### config.mk
export PLATFORM = sky130hd
export DESIGN_NAME = vmwm_cfg
export DESIGN_NICKNAME = d
export VERILOG_FILES = /design/src/rtl/vmwm_pkg.sv /design/src/rtl/vmwm_cfg.sv
export SDC_FILE = /design/constraint.sdc
export NUM_CORES = 1
export LEC_CHECK = 0
export BUFFER_PORTS_ARGS = -buffer_cell sky130_fd_sc_hd__buf_2
export CAP_MARGIN = 20
export CORE_MARGIN = 1
export CORE_UTILIZATION = 53
export DETAILED_ROUTE_END_ITERATION = 10
export GPL_ROUTABILITY_DRIVEN = 0
export PLACE_DENSITY = 0.86
export SKIP_CTS_REPAIR_TIMING = 1
export SYNTH_ARGS = -nofsm -noshare
export SYNTH_HDL_FRONTEND = slang
export SYNTH_SLANG_ARGS = --single-unit
### constraint.sdc
create_clock -name clk_i -period 2 [get_ports clk_i]
set_clock_uncertainty 0.2 [all_clocks]
set_input_delay 0.3 -clock clk_i [delete_from_list [all_inputs] [get_ports clk_i]]
set_output_delay 0.3 -clock clk_i [all_outputs]
set_load 0.005 [all_outputs]
### src/rtl/vmwm_pkg.sv
package vmwm_pkg;

  localparam int DEF_MAX_ROWS   = 32;
  localparam int DEF_MAX_COLS   = 32;
  localparam int DEF_MAX_LAYERS = 32;
  localparam int DEF_MAX_KERNEL = 4;

  localparam int COORD_W   = 5;
  localparam int VOXEL_W   = 8;
  localparam int RES_W     = 8;
  localparam int IN_DATA_W = 24;
  localparam int CFG_W     = 64;
  localparam int CFG_IDX_W = 3;
  localparam int KSIZE_W   = 3;
  localparam int EXT_W     = 6;
  // clamped extents go up to 32 at the default maxima
  localparam int EXTC_W    = 9;
  localparam int BIT_IDX_W = 6;

  localparam logic [RES_W-1:0] RES_FALSE     = 8'h00;
  localparam logic [RES_W-1:0] RES_TRUE      = 8'h01;
  localparam logic [RES_W-1:0] RES_TRUE_GRAY = 8'hff;

  localparam logic CMD_STORE = 1'b0;
  localparam logic CMD_QUERY = 1'b1;
  localparam logic MODE_ALL  = 1'b0;

  typedef enum logic [CFG_IDX_W-1:0] {
    REG_KERNEL_BITS  = 3'd0,
    REG_MASK_BITS    = 3'd1,
    REG_KERNEL_SIZE  = 3'd2,
    REG_COMBINE_MODE = 3'd3,
    REG_GRAY_OUTPUT  = 3'd4,
    REG_IMAGE_ROWS   = 3'd5,
    REG_IMAGE_COLS   = 3'd6,
    REG_IMAGE_LAYERS = 3'd7
  } reg_idx_e;

  typedef enum logic [2:0] {
    ST_IDLE,
    ST_DECODE,
    ST_SCAN,
    ST_DRAIN,
    ST_RESULT
  } ctl_state_e;

  typedef struct packed {
    logic [CFG_W-1:0]   kernel_bits;
    logic [CFG_W-1:0]   mask_bits;
    logic [KSIZE_W-1:0] kernel_size;
    logic               combine_mode;
    logic               gray_output;
    logic [EXT_W-1:0]   image_rows;
    logic [EXT_W-1:0]   image_cols;
    logic [EXT_W-1:0]   image_layers;
  } cfg_t;

  typedef struct packed {
    logic capture;
    logic issue_write;
    logic issue_query;
    logic load_result;
  } ctl_cmd_t;

  typedef struct packed {
    logic is_query;
    logic in_img;
    logic ks_zero;
    logic scan_last;
    logic pipe_busy;
    logic out_free;
  } ctl_sts_t;

endpackage

### src/rtl/vmwm_cfg.sv
module vmwm_cfg
  import vmwm_pkg::*;
(
  input  logic                 clk_i,
  input  logic                 rst_ni,
  input  logic                 we_i,
  input  logic [CFG_IDX_W-1:0] idx_i,
  input  logic [CFG_W-1:0]     wdata_i,
  output cfg_t                 cfg_o
);

  cfg_t cfg_q, cfg_d;

  always_comb begin
    cfg_d = cfg_q;
    if (we_i) begin
      unique case (reg_idx_e'(idx_i))
        REG_KERNEL_BITS:  cfg_d.kernel_bits  = wdata_i;
        REG_MASK_BITS:    cfg_d.mask_bits    = wdata_i;
        REG_KERNEL_SIZE:  cfg_d.kernel_size  = wdata_i[KSIZE_W-1:0];
        REG_COMBINE_MODE: cfg_d.combine_mode = wdata_i[0];
        REG_GRAY_OUTPUT:  cfg_d.gray_output  = wdata_i[0];
        REG_IMAGE_ROWS:   cfg_d.image_rows   = wdata_i[EXT_W-1:0];
        REG_IMAGE_COLS:   cfg_d.image_cols   = wdata_i[EXT_W-1:0];
        REG_IMAGE_LAYERS: cfg_d.image_layers = wdata_i[EXT_W-1:0];
      endcase
    end
  end

  always_ff @(posedge clk_i or negedge rst_ni) begin
    if (!rst_ni) begin
      cfg_q.kernel_bits  <= '0;
      cfg_q.mask_bits    <= '0;
      cfg_q.kernel_size  <= KSIZE_W'(3);
      cfg_q.combine_mode <= 1'b0;
      cfg_q.gray_output  <= 1'b0;
      cfg_q.image_rows   <= EXT_W'(32);
      cfg_q.image_cols   <= EXT_W'(32);
      cfg_q.image_layers <= EXT_W'(32);
    end else begin
      cfg_q <= cfg_d;
    end
  end

  assign cfg_o = cfg_q;

endmodule

==> impl_metrics.csv <==
group,metric,value,unit
global_route,grt_pass1_vias,3879,
floorplan,start_util,55.3,%
floorplan,core-area,0.0110,sq mm
timing,whs,-18.8,ps
worst_hold_path,hold_class,"primary input to flop",
global_route,grt_usage,23.3,%
cts,tritoncts,"built",
place,port_buffers,220,
yosys,syn-num-nets,398,
drt,ant_nets,0,
global_route,antenna_found_initial,0,
yosys,avgSynthCellArea,18.5,sq um
critical_path,cp-endpoint,"cfg_o[20]",
power,ir_drop,0.713,mV
timing,fin_crit,1550,ps
layout,antenna_cells,0,
timing,max_slew_margin,69.6,%
cts,clock-root-buffer,"clkbuf_16",
yosys,yosysSeqAreaShare,62.4,%
critical_path,slowest_delay,530,ps
place,placed_area,0.00728,sq mm
yosys,yosysMostFrequentCell,"dfrtp_1",
yosys,yosysTopAreaCellShare,60.2,%
floorplan,std_cell_rows,38,
yosys,synth_top_area_cell,"dfrtp_1",
critical_path,rr_startpoint,"cfg_o[120]",
global_route,grt_max_degree,47,
layout,fin_util,77.6,%
yosys,synth_cell_types,16,
timing,setup_viol,0,
floorplan,die_w,109,microns
timing,setup-tns-final,0,ps
drt,drc,0,
floorplan,die_area,0.0119,sq mm
critical_path,cp_slowest_cell,"dfstp_2",
critical_path,cpLargestDelayFamily,"flip-flops",
yosys,synthCells,328,
yosys,ys_seq_elements,151,
power,power_density,1110,mW/mm^2
layout,postLayoutCellArea,0.00853,sq mm
run_status,status,"complete, but fails checks",
timing,worst_slew_pin_slew,456,ps
drt,drt-total-wl,15.2,mm
critical_path,crit_cells,1,
place,hpwl,9.30,mm
layout,finalNetCount,695,
drt,drt_first_pass_iters,4,
cts,htreeDepth,4,
layout,drive_above_1_share,56.9,%
job,cap_violations,0,
yosys,synth-main-ff-cell,"dfrtp_1",
cts,numCtsBuffers,17,
critical_path,crit_arrival,1050,ps
cts,cts_buffer_depth,2,
yosys,synth_area,0.00607,sq mm
critical_path,worst_r2r_path_depth,1,
global_route,grt_overflow,0,
critical_path,cp_max_fo,2,
cts,cts_sinks,151,
critical_path,path_class,"flop to primary output",
yosys,synth_commonest_cells,"146 x dfrtp_1, 60 x mux2_1, 60 x mux2_4",
timing,drv_slew,0,
timing,fmax,0.647,GHz
critical_path,crit_chain,"buf_2",
global_route,grt_pass1_wl,20.5,mm
yosys,yosys_warnings,0,
critical_path,required,1500,ps
cts,clkLatencyLatePin,410,ps
run_status,failed_checks,"negative hold slack",
floorplan,die_h,109,microns
critical_path,r2r_setup_slack,880,ps
critical_path,end_kind,"primary output",
critical_path,worstSetupStartpointType,"flop",
layout,area_growth,40.5,%
yosys,ys_top_cells_by_area,"dfrtp_1 60%, mux2_4 15%, mux2_1 11%",
drt,drtIter0Drc,162,
yosys,synthArstFlopShare,100,%
timing,hold_viol,5,
timing,grt_setup_unrepaired,"no",
floorplan,ios,221,
timing,fin_crit_sh,77.3,%
drt,via_per_inst,5.13,
drt,wire_per_inst,19.5,microns
layout,largest_reg_flops,151,
critical_path,r2r_end,"cfg_o[120]",
critical_path,cp-startpoint,"cfg_o[20]",
critical_path,worst-path-buf-inv,1,
power,p_leak,4.20,nW
layout,n_fill_cell,602,
power,power,9.44,mW
cts,clk_pin_slew,60,ps
yosys,synth-edff-count,0,
drt,num_vias,3990,
==> per-layer routing <==
| metal | GRT usage, % | up-vias | part of all wire, % | wire (microns) |
|---|---|---|---|---|
| met5 | 0 | - | 0 | 0 |
| met4 | 8.30 | 0 | 2.1 | 324 |
| met3 | 6.93 | 27 | 6.1 | 929 |
| met2 | 38.8 | 163 | 52 | 7900 |
| met1 | 28.7 | 2032 | 40 | 6020 |
| li1 | - | 1768 | - | - |
==> report_power, final <==
part / leakage [nW] / internal, mW / switching (mW) / total, mW
registers: 1.80 / 3.75 / 0.392 / 4.14
clock network: 0.307 / 2.17 / 1.20 / 3.36
logic: 2.09 / 1.18 / 0.757 / 1.94
==> worst min-delay path by stage <==
stage                     from         end  cells past startpoint
floorplan               rst_ni    cfg_o[0]                      0
global placement        rst_ni  cfg_o[109]                      1
detailed placement      rst_ni  cfg_o[109]                      1
CTS                     rst_ni  cfg_o[109]                      1
global route        wdata_i[4]   cfg_o[91]                      2
finish              wdata_i[4]   cfg_o[91]                      2
==> metrics by stage <==
stage	std cells	setup slack, ps
after global routing	778	423
after detailed placement	685	116
after global placement	685	145
after CTS	717	435
after floorplan	328	304
final	778	454
==> final cells by class <==
class	instances	area (sq um)	area share [%]
tap	140	175	2.05
clock buffer	26	519	6.09
timing repair buffer	296	1910	22.4
multi-input combinational	159	2030	23.8
sequential	151	3780	44.4
clock inverter	6	111	1.31
==> kinds of logic after synthesis <==
logic type    synth area share, %
mux                          31.7
buf+inv                      4.35
simple gates                 1.57
flops                        62.4
==> cell usage in the layout (no fill, tap or decap) <==
cell | netlist | final
dlygate4sd3_1 | 0 | 61
nand4b_1 | 3 | 3
bufinv_16 | 0 | 3
mux2_2 | 31 | 31
nand4_1 | 1 | 1
clkinv_2 | 0 | 1
buf_12 | 6 | 6
dfrtp_1 | 146 | 146
buf_6 | 3 | 1
clkinv_4 | 0 | 1
clkinvlp_4 | 0 | 1
mux2_1 | 60 | 60
nor4bb_4 | 1 | 1
buf_2 | 1 | 219
clkbuf_16 | 0 | 17
mux2_4 | 60 | 60
and4bb_2 | 1 | 1
dfstp_2 | 5 | 5
nor4b_4 | 0 | 1
buf_4 | 2 | 9
nor4bb_1 | 1 | 1
clkbuf_1 | 0 | 3
clkbuf_8 | 0 | 6
Power figures use the tool's default switching activity.
