==> config.mk <==
export PLATFORM = sky130hd
export DESIGN_NAME = vmwm_ctrl
export DESIGN_NICKNAME = d
export VERILOG_FILES = /design/src/rtl/vmwm_pkg.sv /design/src/rtl/vmwm_ctrl.sv
export SDC_FILE = /design/constraint.sdc
export NUM_CORES = 1
export LEC_CHECK = 0
export BUFFER_PORTS_ARGS = -buffer_cell sky130_fd_sc_hd__buf_2
export CAP_MARGIN = 20
export CORE_AREA = 2 2 39 41
export CTS_CLUSTER_SIZE = 14
export DETAILED_ROUTE_END_ITERATION = 16
export DIE_AREA = 0 0 41 43
export SLEW_MARGIN = 30
export SYNTH_ARGS = -nofsm -noshare
export SYNTH_HDL_FRONTEND = slang
export SYNTH_SLANG_ARGS = --single-unit
==> constraint.sdc <==
create_clock -name clk_i -period 1.5 [get_ports clk_i]
set_input_delay 0.3 -clock clk_i [delete_from_list [all_inputs] [get_ports clk_i]]
set_output_delay 0.3 -clock clk_i [all_outputs]
set_load 0.1 [all_outputs]
==> src/rtl/vmwm_pkg.sv <==
package vmwm_pkg;

  localparam int DEF_MAX_ROWS   = 32;
  localparam int DEF_MAX_COLS   = 32;
  localparam int DEF_MAX_LAYERS = 32;
  localparam int DEF_MAX_KERNEL = 4;

  localparam int COORD_W   = 5;
  localparam int VOXEL_W   = 8;
  localparam int RES_W     = 8;
  localparam int IN_DATA_W = 24;
  localparam int CFG_W     = 64;
  localparam int CFG_IDX_W = 3;
  localparam int KSIZE_W   = 3;
  localparam int EXT_W     = 6;
  // clamped extents go up to 32 at the default maxima
  localparam int EXTC_W    = 9;
  localparam int BIT_IDX_W = 6;

  localparam logic [RES_W-1:0] RES_FALSE     = 8'h00;
  localparam logic [RES_W-1:0] RES_TRUE      = 8'h01;
  localparam logic [RES_W-1:0] RES_TRUE_GRAY = 8'hff;

  localparam logic CMD_STORE = 1'b0;
  localparam logic CMD_QUERY = 1'b1;
  localparam logic MODE_ALL  = 1'b0;

  typedef enum logic [CFG_IDX_W-1:0] {
    REG_KERNEL_BITS  = 3'd0,
    REG_MASK_BITS    = 3'd1,
    REG_KERNEL_SIZE  = 3'd2,
    REG_COMBINE_MODE = 3'd3,
    REG_GRAY_OUTPUT  = 3'd4,
    REG_IMAGE_ROWS   = 3'd5,
    REG_IMAGE_COLS   = 3'd6,
    REG_IMAGE_LAYERS = 3'd7
  } reg_idx_e;

  typedef enum logic [2:0] {
    ST_IDLE,
    ST_DECODE,
    ST_SCAN,
    ST_DRAIN,
    ST_RESULT
  } ctl_state_e;

  typedef struct packed {
    logic [CFG_W-1:0]   kernel_bits;
    logic [CFG_W-1:0]   mask_bits;
    logic [KSIZE_W-1:0] kernel_size;
    logic               combine_mode;
    logic               gray_output;
    logic [EXT_W-1:0]   image_rows;
    logic [EXT_W-1:0]   image_cols;
    logic [EXT_W-1:0]   image_layers;
  } cfg_t;

  typedef struct packed {
    logic capture;
    logic issue_write;
    logic issue_query;
    logic load_result;
  } ctl_cmd_t;

  typedef struct packed {
    logic is_query;
    logic in_img;
    logic ks_zero;
    logic scan_last;
    logic pipe_busy;
    logic out_free;
  } ctl_sts_t;

endpackage

==> src/rtl/vmwm_ctrl.sv <==
module vmwm_ctrl
  import vmwm_pkg::*;
(
  input  logic     clk_i,
  input  logic     rst_ni,
  input  logic     in_valid_i,
  output logic     in_ready_o,
  input  ctl_sts_t sts_i,
  output ctl_cmd_t cmd_o
);

  ctl_state_e state_q, state_d;

  always_comb begin
    state_d = state_q;
    unique case (state_q)
      ST_IDLE: begin
        if (in_valid_i) state_d = ST_DECODE;
      end
      ST_DECODE: begin
        priority if (!sts_i.is_query)                  state_d = ST_IDLE;
        else if (!sts_i.in_img || sts_i.ks_zero)       state_d = ST_RESULT;
        else                                           state_d = ST_SCAN;
      end
      ST_SCAN: begin
        if (sts_i.scan_last) state_d = ST_DRAIN;
      end
      ST_DRAIN: begin
        if (!sts_i.pipe_busy) state_d = ST_RESULT;
      end
      ST_RESULT: begin
        if (sts_i.out_free) state_d = ST_IDLE;
      end
      default: state_d = ST_IDLE;
    endcase
  end

  always_comb begin
    cmd_o      = '0;
    in_ready_o = 1'b0;
    unique case (state_q)
      ST_IDLE: begin
        in_ready_o    = 1'b1;
        cmd_o.capture = in_valid_i;
      end
      ST_DECODE: cmd_o.issue_write = !sts_i.is_query;
      ST_SCAN:   cmd_o.issue_query = 1'b1;
      ST_DRAIN:  ;
      ST_RESULT: cmd_o.load_result = sts_i.out_free;
      default:   ;
    endcase
  end

  always_ff @(posedge clk_i or negedge rst_ni) begin
    if (!rst_ni) begin
      state_q <= ST_IDLE;
    end else begin
      state_q <= state_d;
    end
  end

endmodule

==> results of run 1 <==
==> cells in the mapped netlist, drive strengths merged <==
cell    number
nor3b        1
and3         1
buf          1
a21oi        3
mux2         1
nor3         2
nor2         1
nand2b       2
nand3        1
inv          1
o21ai        1
o22ai        1
dfrtp        3
or3b         1
and2         1
nor2b        2
nand2        2
==> per-stage QoR <==
step	instances	instance area (um2)
global route	64	498.0
detailed placement	55	419.2
global placement	55	419.2
CTS	62	479.2
finish	64	498.0
floorplan	25	255.2
==> final timing paths <==
path	from	endpoint	slack, ns	cells after the start
min	sts_i[0]	state_q[2]$_DFFE_PN0P_	0.28	2
min in group asynchronous	rst_ni	state_q[2]$_DFFE_PN0P_	0.39	2
max reg2reg	state_q[0]$_DFFE_PN0P_	state_q[1]$_DFFE_PN0P_	0.19	5
max in group asynchronous	rst_ni	state_q[0]$_DFFE_PN0P_	1.00	2
min reg2reg	state_q[2]$_DFFE_PN0P_	state_q[0]$_DFFE_PN0P_	0.64	2
max	state_q[1]$_DFFE_PN0P_	cmd_o[2]	-0.02	3
==> cell type report <==
class,count,area (um2),share of cell area [%]
repair buffers,20,198.9,39.95
multi-input cells,20,170.2,34.17
flip-flops and latches,3,78.83,15.83
clock buffers,4,26.28,5.276
well taps,16,20.02,4.020
inverters,1,3.754,0.7538
==> repair_timing <==
action                     CTS  global route
hold endpoints to repair     3             0
setup buffers                2             2
setup endpoints to repair    5             4
hold buffers                 1             0
pin swaps                    3             3
resized for setup            4             1
==> critical path: stages (launching register included) <==
cell     delay, ns
dfrtp_2       0.45
buf_6         0.15
nor3_4        0.19
buf_12        0.20
==> logic make-up (layout without fill, tap and decap cells) <==
kind of cell           count (synthesis)  count (layout)  synth area share, %
AO/OA/AOI/OAI                          5               5                12.21
buffers and inverters                  2              25                6.975
flip-flops                             3               3                34.88
multiplexers                           1               1                5.232
AND/OR/NAND/NOR                       14              14                40.70
==> layer usage <==
metal | track usage (%) | wire length, um
met5 | 0 | 0
met4 | 10.00 | 0
met3 | 3.141 | 25
met2 | 13.13 | 299
met1 | 10.42 | 249
==> impl_summary.log, run 1 <==
INFO  metric run_status = finished with violations
INFO  metric violations_in_the_final_reports = setup timing
INFO  metric drtPass1Iterations = 1
INFO  metric final.setup.worst_slack = -0.02366 ns
INFO  metric max_cap_viol_count = 0
INFO  metric fin_crit_sh = 101.6%
INFO  metric cts_clock_pin_slew_for_the_worst_setup_and_hold_paths = 0.04 ns
INFO  metric timing.final.setup_violations = 2
INFO  metric maxClockFrequency = 0.6563 GHz
INFO  metric initial_antenna_violation_count = 0
INFO  metric ys_types = 18
INFO  metric die_x = 41 um
INFO  metric syn-instance-count = 25
INFO  metric required = 1.20 ns
INFO  metric synthTopCellsByArea = dfrtp_1 35%, a21oi_1 7.0%, nor2b_4 6.4%, nand2b_1 5.8%, buf_6 5.2%
INFO  metric hpwlAfterDp = 415 um
INFO  metric grt_first_pass_wirelength = 1055 um
INFO  metric vias = 255
INFO  metric largest_net_degree_at_the_start_of_global_routing = 6
INFO  metric cts_buffers = 3
INFO  metric startpoint_type = register
INFO  metric routed_wirelength = 574 um
INFO  metric areaGrowthSynthToFinish = 131.4%
INFO  metric critical_path_class = reg -> out
INFO  metric clock_tree.buffer_depth = 2
INFO  metric crit_arrival = 1.22 ns
INFO  metric drt_first_iter_violations = 0
INFO  metric top_reg_by_flops = state_q
INFO  metric hold_path_class = in -> reg
INFO  metric die_h = 43 um
INFO  metric timing.final.max_slew_violations = 0
INFO  metric syn-num-nets = 34
INFO  metric gp_congestion = 0.7791
INFO  metric coreArea = 0.001384 mm2
INFO  metric grt_pass1_vias = 254
INFO  metric ctsRootBufferMaster = clkbuf_4
INFO  metric placement.setup.worst_slack = 0.1556 ns
INFO  metric number_of_fill_cells = 131
INFO  metric layout_cells_sized_above_1 = 72.92%
INFO  metric final_antenna_net_count = 0
INFO  metric avgRoutedWirePerCell = 8.969 um
INFO  metric final_net_count = 58
INFO  metric floorplan.initialDensity = 15.55%
INFO  metric clock_sink_count = 3
INFO  metric syn_area_per_cell = 8.608 um2
INFO  metric post-route-util = 35.99%
INFO  metric rsz0062_at_grt = yes
INFO  metric most-common-layout-cells = 8 x buf_2, 5 x buf_12, 5 x buf_4
INFO  metric fp-row-count = 14
INFO  metric design.die.area = 0.001763 mm2
INFO  metric total_number_of_yosys_warnings = 0
INFO  metric endpoint_kind = output pin
INFO  metric track_usage = 9.577%
INFO  metric postSynthRegisterBits = 3
INFO  metric tritoncts_clock_tree = done
INFO  metric finalHoldViolCount = 0
INFO  metric totalNegativeSetupSlack = -0.02906 ns
INFO  metric crit_path_max_fanout = 5
INFO  metric synth-seq-area-share = 34.88%
INFO  metric top_level_ports = 14
INFO  metric number_of_levels_the_h_tree_was_split_into = 1
INFO  metric via_cell_ratio = 3.984
INFO  metric antenna_cells_inserted = 0
INFO  metric fin_skew = 0.0006757 ns
INFO  metric synth_area_leader_cell = dfrtp_1
INFO  metric most_common_cell_after_layout_fill_and_taps_aside = buf_2
INFO  metric largest_register_ff_count = 3
INFO  metric fin_worst_hold_slack = 0.2839 ns
INFO  metric netlist.area_leader.share = 34.88%
INFO  metric timing.final.crit_period = 1.524 ns
INFO  metric max_slew.worst_pin.slew = 0.2178 ns
INFO  metric synthesized_cell_area = 215.2 um2
INFO  metric biggestRegsByFlops = state_q x3
INFO  metric place.port_buffers = 13
INFO  metric relative_max_transition_margin = 85.41%
INFO  metric worst_skew_pair.late_latency = 0.23 ns
INFO  metric post-route-drc-count = 0
INFO  metric globalRoute.totalOverflow = 0
Power of run 1 is not shown: default switching activity piles up to over one toggle a cycle in this logic, so the estimate is an artifact.
==> inputs of run 2 (changes only) <==
- SETUP_SLACK_MARGIN: default -> 0.5
==> run 2 against run 1 <==
The flow still finishes with violations (setup timing); critical path depth did not move; utilization rose by 3.3 points; sequential share of layout area fell by 1.3 points; register-to-register slack got worse by 0.13 ns; flip-flop and latch count did not move; worst setup slack got worse by 0.0050 ns; highest routed layer unchanged.
==> impl_summary.log, run 2 (synthesized netlist as in run 1, its figures left out) <==
INFO  metric largest_register_ff_count = 3 (unchanged)
INFO  metric finalHoldViolCount = 0 (unchanged)
INFO  metric die_h = 43 um (unchanged)
INFO  metric cts_buffers = 3 (unchanged)
INFO  metric maxClockFrequency = 0.6542 GHz (-0.33%)
INFO  metric global_route.peak_usage_layer = met2
INFO  metric violations_in_the_final_reports = setup timing
INFO  metric fin_skew = 0.0008701 ns (+0.0001944 ns)
INFO  metric critical_r2r_launch = state_q[1]$_DFFE_PN0P_
INFO  metric final_net_count = 60 (+3.4%)
INFO  metric reg2reg_slack = 0.06 ns (-0.13 ns)
INFO  metric startpoint_type = register
INFO  metric worstHoldPathCells = 2 (unchanged)
INFO  metric largest_net_degree_at_the_start_of_global_routing = 7 (+1)
INFO  metric fp-row-count = 14 (unchanged)
INFO  metric grtUsageMet3 = 1.571% (-1.6 points)
INFO  metric placement.setup.worst_slack = 0.1487 ns (-0.006887 ns)
INFO  metric most-common-layout-cells = 8 x buf_2, 6 x buf_4, 5 x buf_12
INFO  metric avgRoutedWirePerCell = 10.24 um (+14%)
INFO  metric most_common_cell_after_layout_fill_and_taps_aside = buf_2
INFO  metric timing.hold.worst.start = sts_i[0]
INFO  metric globalRoute.totalOverflow = 0 (unchanged)
INFO  metric hold_path_class = in -> reg
INFO  metric required = 1.20 ns (about the same)
INFO  metric timing.final.setup_violations = 2 (unchanged)
INFO  metric max_cap_viol_count = 0 (unchanged)
INFO  metric crit_path_top_delay_cell = dfrtp_2
INFO  metric clock_tree.buffer_depth = 2 (unchanged)
INFO  metric run_status = finished with violations
INFO  metric place.port_buffers = 13 (unchanged)
INFO  metric layout_cells_sized_above_1 = 86.00% (+13 points)
INFO  metric top_reg_by_flops = state_q
INFO  metric crit_path_max_fanout = 6 (+1)
INFO  metric die_x = 41 um (unchanged)
INFO  metric tritoncts_clock_tree = done
INFO  metric cp_slowest_stage_delay = 0.48 ns (+0.03 ns)
INFO  metric coreArea = 0.001384 mm2 (unchanged)
INFO  metric worst_skew_pair.late_latency = 0.23 ns (about the same)
INFO  metric areaGrowthSynthToFinish = 152.9%
INFO  metric via_cell_ratio = 4.152 (+4.2%)
INFO  metric initial_antenna_violation_count = 0 (unchanged)
INFO  metric ctsRootBufferMaster = clkbuf_4
INFO  metric vias = 274 (+7.5%)
INFO  metric number_of_levels_the_h_tree_was_split_into = 1 (unchanged)
INFO  metric gp_congestion = 0.7448 (-4.4%)
INFO  metric drt_first_iter_violations = 0 (unchanged)
INFO  metric clock_sink_count = 3 (unchanged)
INFO  metric crit_arrival = 1.23 ns (about the same)
INFO  metric rsz0062_at_grt = yes
INFO  metric grt_first_pass_wirelength = 1090 um (+3.3%)
INFO  metric met1_usage = 11.65% (+1.2 points)
INFO  metric top_level_ports = 14 (unchanged)
INFO  metric drtPass1Iterations = 1 (unchanged)
INFO  metric biggestRegsByFlops = state_q x3
INFO  metric timing.final.crit_period = 1.529 ns (+0.004989 ns)
INFO  metric routed_wirelength = 676 um (+18%)
INFO  metric critical_path_class = reg -> out
INFO  metric final_antenna_net_count = 0 (unchanged)
INFO  metric track_usage = 9.457% (-0.12 points)
INFO  metric grt_pass1_vias = 280 (+10%)
INFO  metric floorplan.initialDensity = 15.55% (unchanged)
INFO  metric final.setup.worst_slack = -0.02865 ns (-0.004989 ns)
INFO  metric cts_clock_pin_slew_for_the_worst_setup_and_hold_paths = 0.04 ns (about the same)
INFO  metric worstReg2RegEnd = state_q[1]$_DFFE_PN0P_
INFO  metric globalRouteMet2Util = 13.44% (+0.31 points)
INFO  metric antenna_cells_inserted = 0 (unchanged)
INFO  metric max_slew.worst_pin.slew = 0.2425 ns (+0.02466 ns)
INFO  metric design.die.area = 0.001763 mm2 (unchanged)
INFO  metric timing.final.max_slew_violations = 0 (unchanged)
INFO  metric worstPathCellList = nor2_2 > and3_4 > buf_12
INFO  metric fin_crit_sh = 101.9% (+0.33 points)
INFO  metric r2r.worst_path.cells = 5 (unchanged)
INFO  metric relative_max_transition_margin = 83.66% (-1.8 points)
INFO  metric endpoint_kind = output pin
INFO  metric hold_end = state_q[2]$_DFFE_PN0P_
INFO  metric post-route-drc-count = 0 (unchanged)
[run 2: worst max-delay path by stage]
| stage | to | startpoint | cells past startpoint | slack [ns] |
|---|---|---|---|---|
| after floorplan | cmd_o[3] | state_q[1]$_DFFE_PN0P_ | 3 | -0.59 |
| after global placement | cmd_o[2] | state_q[2]$_DFFE_PN0P_ | 3 | 0.16 |
| after detailed placement | cmd_o[1] | state_q[1]$_DFFE_PN0P_ | 2 | 0.15 |
| after CTS | cmd_o[3] | state_q[0]$_DFFE_PN0P_ | 3 | -0.02 |
| after global routing | cmd_o[3] | state_q[0]$_DFFE_PN0P_ | 3 | -0.08 |
| final | cmd_o[0] | state_q[1]$_DFFE_PN0P_ | 3 | -0.03 |
[run 2: timing repair]
action | 4_1_cts | 5_1_grt
setup endpoints to repair | 8 | 8
setup buffers | 6 | 0
gates resized for setup | 7 | 5
hold buffers | 1 | 0
pin swaps | 7 | 2
endpoints found under the hold margin | 3 | 0
[run 2: through the flow]
step	setup TNS (ns)	hold slack [ns]	instances	instance area (um2)	utilization [%]
after detailed placement	0	0.09707	55	424.2	30.65
after CTS	-0.06431	0.2790	66	526.8	38.07
after global placement	0	0.09747	55	424.2	30.65
after floorplan	-1.372	0.004409	25	260.3	-
final	-0.04344	0.2843	66	544.3	39.33
after global routing	-0.2865	0.3023	66	544.3	39.33
[run 2: final cells by class]
cell class              count  area [um2]
clock buffers               4       26.28
multi-input cells          20       197.7
flip-flops and latches      3       78.83
fillers                   135       839.6
repair buffers             22       217.7
inverters                   1       3.754
well taps                  16       20.02
[run 2: worst max-delay path, delay by kind of cell, from the launching register on]
family        cells  cell delay [ns]
buf+inv           1             0.17
flops             1             0.48
simple gates      2             0.35
[run 2: per-layer routing]
layer	wire length, um	part of all wire [%]
met4	0	0
met2	356	53
met3	30	4.4
met1	289	43
met5	0	0
Power of run 2 is left out for the same reason.
